**src/rtl/arocs_pkg.sv**
```systemverilog
`default_nettype none
package arocs_pkg;

	localparam int ANGLE_W         = 32;
	localparam int MAX_RANGES_DEF  = 64;
	localparam logic [ANGLE_W-1:0] ANGLE_TOP = '1;

	localparam logic [1:0] FUNC_CLEAR = 2'd0;
	localparam logic [1:0] FUNC_ADD   = 2'd1;
	localparam logic [1:0] FUNC_CHECK = 2'd2;

	typedef logic [ANGLE_W-1:0] angle_t;

	// One stored interval, inclusive on both ends.
	typedef struct packed {
		angle_t st;
		angle_t en;
	} ival_t;

	typedef enum logic [1:0] {
		OP_HOLD,
		OP_REMOVE,
		OP_UPDATE
	} cell_op_t;

	// Broadcast control from the sequencer to every cell.
	typedef struct packed {
		cell_op_t op;
		logic     ovl_any;
		logic     ins_ok;
	} cell_ctl_t;

	// Priority chain passed from each cell to the next one up.
	typedef struct packed {
		logic cont;
		logic ovl;
		logic ins;
		logic merge;
	} link_t;

endpackage
`default_nettype wire

```
**src/rtl/arocs_cell.sv**
```systemverilog
`default_nettype none
module arocs_cell
	import arocs_pkg::*;
(
	input  wire        clk,
	input  cell_ctl_t  ctl,
	input  angle_t     part_s,
	input  angle_t     part_e,
	input  wire        v,
	input  wire        nxt_v,
	input  ival_t      prv,
	input  ival_t      nxt,
	input  link_t      lnk_i,
	output link_t      lnk_o,
	output ival_t      cur,
	output logic       cov_hit
);

	ival_t cur_q;
	logic  cont, scond, econd, ovl, insp, first_ovl, merge_here;

	assign cur = cur_q;

	always_comb begin
		cov_hit    = v && (cur_q.st <= part_s) && (cur_q.en >= part_e);
		cont       = v && (part_s <= cur_q.st) && (part_e >= cur_q.en);
		scond      = v && (part_s < cur_q.st) && (part_e >= cur_q.st);
		econd      = v && (part_s <= cur_q.en) && (part_e > cur_q.en);
		ovl        = scond || econd;
		insp       = !v || (part_e <= cur_q.st);
		first_ovl  = ovl && !lnk_i.ovl;
		merge_here = first_ovl && !scond && nxt_v && (part_e >= nxt.st);
		lnk_o.cont  = lnk_i.cont || cont;
		lnk_o.ovl   = lnk_i.ovl || ovl;
		lnk_o.ins   = lnk_i.ins || insp;
		lnk_o.merge = lnk_i.merge || merge_here;
	end

	always_ff @(posedge clk) begin
		unique case (ctl.op)
			OP_REMOVE: begin
				if (lnk_i.cont || cont) cur_q <= nxt;
			end
			OP_UPDATE: begin
				if (ctl.ovl_any) begin
					if (first_ovl) begin
						if (scond) cur_q.st <= part_s;
						else if (merge_here) cur_q.en <= nxt.en;
						else cur_q.en <= part_e;
					end else if (lnk_i.merge) begin
						cur_q <= nxt;
					end
				end else if (ctl.ins_ok) begin
					if (lnk_i.ins) cur_q <= prv;
					else if (insp) cur_q <= '{st: part_s, en: part_e};
				end
			end
			default: ;
		endcase
	end

endmodule
`default_nettype wire

```
**config.mk**
```make
export PLATFORM = sky130hd
export DESIGN_NAME = arocs_cell
export DESIGN_NICKNAME = d
export VERILOG_FILES = /design/src/rtl/arocs_pkg.sv /design/src/rtl/arocs_cell.sv
export SDC_FILE = /design/constraint.sdc
export NUM_CORES = 1
export LEC_CHECK = 0
export CORE_MARGIN = 3
export CORE_UTILIZATION = 30
export CTS_CLUSTER_SIZE = 16
export DETAILED_ROUTE_END_ITERATION = 6
export DONT_BUFFER_PORTS = 1
export PLACE_DENSITY = 0.54
export SLEW_MARGIN = 10
export SYNTH_ARGS = -nofsm -noshare
export SYNTH_HDL_FRONTEND = slang
export SYNTH_SLANG_ARGS = --single-unit
```
**constraint.sdc**
```tcl
create_clock -name clk -period 18.3 [get_ports clk]
set_clock_uncertainty 0.05 [all_clocks]
set_input_delay 3.66 -clock clk [delete_from_list [all_inputs] [get_ports clk]]
set_output_delay 3.66 -clock clk [all_outputs]
set_load 0.03 [all_outputs]
```
==> impl_results.md <==
* VDD IR max at 0.03629 mV
* Syn_area_per_cell at 8.158 µm²
* Die area at ~0.031 mm²
* Distinct cells, synth at 52
* Ys Warns at 0
* H-tree depth at 3
* Share of flip-flops with an asynchronous set or reset at 0%
* Detail Placement HPWL at 27.25 mm
* Comb power frac at ~36%
* Hold-fix buffers, CTS at 0
* Via count at 8,314
* Remaining antenna violation count after routing at 0
* Initial core utilization at around 31%
* Post-synthesis sequential area ratio at between 20% and 30%
* Initial antenna violation count at 1
* First-pass GRT wire length at 52.81 mm
* Syn Inst Count at about 1,100
* Worst slew margin at 30.51%
* Drt pass-1 iters at 6
* Reg2reg start: cur[49]
* Layout cell share with drive strength beyond 1 at between 3 and 4%
* Root Driver: clkbuf_16
* Nets at 1,395
* Power Total at just over 0.0006 W
* Die width at around 180 µm
* Core ar. at between 0.02 and 0.03 mm²
* Synth top cells by count: ha_1, a21oi_1, inv_1
* CTS Buf Count at 9
* RSZ-0062 raised after global routing: no
* Period utilization at approximately 55%
* Proportion of power drawn by the clock network at 27.1%
* Via density at a little under 6
* Fmax at about 100 MHz
* Type of the tightest min-delay check: register to register
* Per-cell routed wire length at about 25 µm
* Gpl congestion at around 0.87
* Pwr dens at about 65 mW/mm²
* I/O pins at about 270
* Worst EP arrival at roughly 6.3 ns
* Reg2reg end: cur[27]
* Clock Path Buffers at 2
* Switching share of power at a little over two fifths
* Post-synth top area share at 23.37%
* Reg-to-reg slack, setup at 12.97 ns
* Max Cap Viol at 0
* Remaining DRCs at 0
* Internal power at roughly 0.00035 W
* Critical path type: input pin to output pin
* ANT cells at 0
* WHS Endpoint: cur[63]
* Setup slack at placement at 8.378 ns
* Post-route minimum period at 9.991 ns
* Resize count post-CTS at 0
* Leakage at between 4 and 5 nW
* WL final at 35.48 mm
* Sequential Power Share at a little under two fifths
* Final WS setup at a little over 8 ns
* Clock Sinks at 64
* Main synth FF type: edfxtp_1
* Post-Syn Area at approximately 0.0087 mm²
* Vias in the first global route at about 8,500
* Largest area contributor in the netlist: ha_1
* Max reg flops at 64
* Crit path max fanout at 4
* R2R depth at 11
* Max-slew violations at 0
* Crit path capture type: output pin
* Clock latency on the worst-skew pair at approximately 0.35 ns
* CTS clock-pin slew for the worst setup and hold paths at roughly 0.06 ns
* Layout area overhead at 7.257%
* Final setup fails at 0
* Final Hold Viols at 0
* #FFs+latches synth at 64
* Total gr overflow at 0
* Slew at the pin closest to its max-slew limit at ~1.0 ns
* P_sw at roughly 0.00025 W
* Port bufs at 0
* Post-CTS Setup Bufs at 0
* Total track usage at 22.39%
* Crit start category: input pin
* Hold_sp: cur[31]
* Row count at just over 60
* Crit path required time at roughly 15 ns
* Count leader, synth: ha_1
* Syn Nets at 1,428
* Largest net degree at the start of global routing at 70
* Status: complete, no violations
* Die extent in y at 176.0 µm
* DR iter-0 viols at 593
* CTS tree: built
* Worst hold path stage count at 8
* Top post-synthesis cells by area: ha_1, edfxtp_1, mux2i_1
* Setup tns final at 0 ns
* Post-synth EDFFs at 64
-- worst max-delay path, cell delays in order --
cell and delay [ns]:
ha_1 0.28, a21oi_1 0.13, o21ai_0 0.11, a221oi_1 0.62
nor2_1 0.13, a211oi_1 0.64, a31oi_1 0.30, a31o_1 0.40
-- power by group through the flow --
| stage | registers [W] | clock network [W] | logic [W] |
|---|---|---|---|
| floorplan | 0.000221 | 0 | 0.000160 |
| global placement | 0.000228 | 0 | 0.000212 |
| detailed placement | 0.000228 | 0 | 0.000215 |
| CTS | 0.000225 | 0.000166 | 0.000216 |
| global route | 0.000226 | 0.000173 | 0.000244 |
| finish | 0.000224 | 0.000164 | 0.000216 |
-- per-layer routing --
layer / vias up / part of all wire (%) / GRT usage [%]
met5: - / 0.037 / 0
met1: 3929 / 43 / 29.28
met4: 2 / 1.9 / 5.279
met2: 384 / 45 / 36.52
li1: 3953 / - / -
met3: 46 / 9.1 / 6.495
-- final cells by class --
class / instances / area (µm²)
Clock inverter: 5 / 23.77
Sequential cell: 64 / 1922
Tap cell: 378 / 473.0
Timing Repair Buffer: 15 / 112.6
Fill cell: 2930 / 18860
Inverter: 102 / 382.9
Clock buffer: 11 / 232.7
Multi-Input combinational cell: 838 / 6155
-- through the flow --
step / cells / util [%] / hold slack [ns] / instance area [µm²]
2_1_floorplan: 1063 / - / 1.364 / 8672
3_3_place_gp: 1397 / 32.12 / 1.625 / 9045
3_5_place_dp: 1397 / 32.12 / 1.632 / 9045
4_1_cts: 1413 / 33.03 / 1.644 / 9301
5_1_grt: 1413 / 33.03 / 1.761 / 9301
6_report: 1413 / 33.03 / 1.636 / 9301
-- logic make-up (layout without fill, tap and decap cells) --
logic type                 count (synthesis)  in the layout  share of synthesized area, %
AOI/OAI and AO/OA                        270            270                         19.93
and+or+nand+nor                          342            342                         19.82
DFF                                       64             64                         22.16
muxes                                     64             64                         7.387
adders and majority gates                162            162                         23.37
buffers and inverters                    161            133                         7.329
-- how the worst max path moves through the flow --
| stage | startpoint | end | depth (start not counted) | slack, ns |
|---|---|---|---|---|
| finish | part_s[11] | lnk_o[0] | 8 | 8.31 |
| global route | part_s[9] | lnk_o[0] | 8 | 8.12 |
| CTS | part_s[9] | lnk_o[0] | 8 | 8.38 |
| detailed placement | part_s[11] | lnk_o[0] | 8 | 8.38 |
| global placement | part_s[11] | lnk_o[0] | 8 | 8.41 |
| floorplan | part_s[28] | cov_hit | 6 | 8.68 |
-- placed cells by master (no fill, tap or decap), types with 5 or more instances in the layout --
master     count
ha_1         162
a21oi_1      116
inv_1        102
nand2_1       91
mux2i_1       64
edfxtp_1      64
nand3_1       55
nand4_1       55
nor2_1        46
o211ai_1      38
nor3_1        36
o22ai_1       31
or3_1         23
o21ai_0       17
buf_4         15
a311o_1        9
clkbuf_16      9
and4_1         7
a221oi_1       7
a21o_1         7
o21ai_1        7
nor2b_1        6
a31oi_1        5
nor4_1         5
o21a_1         5
a211o_1        5
Note: power is estimated with default switching activity, not from simulation.
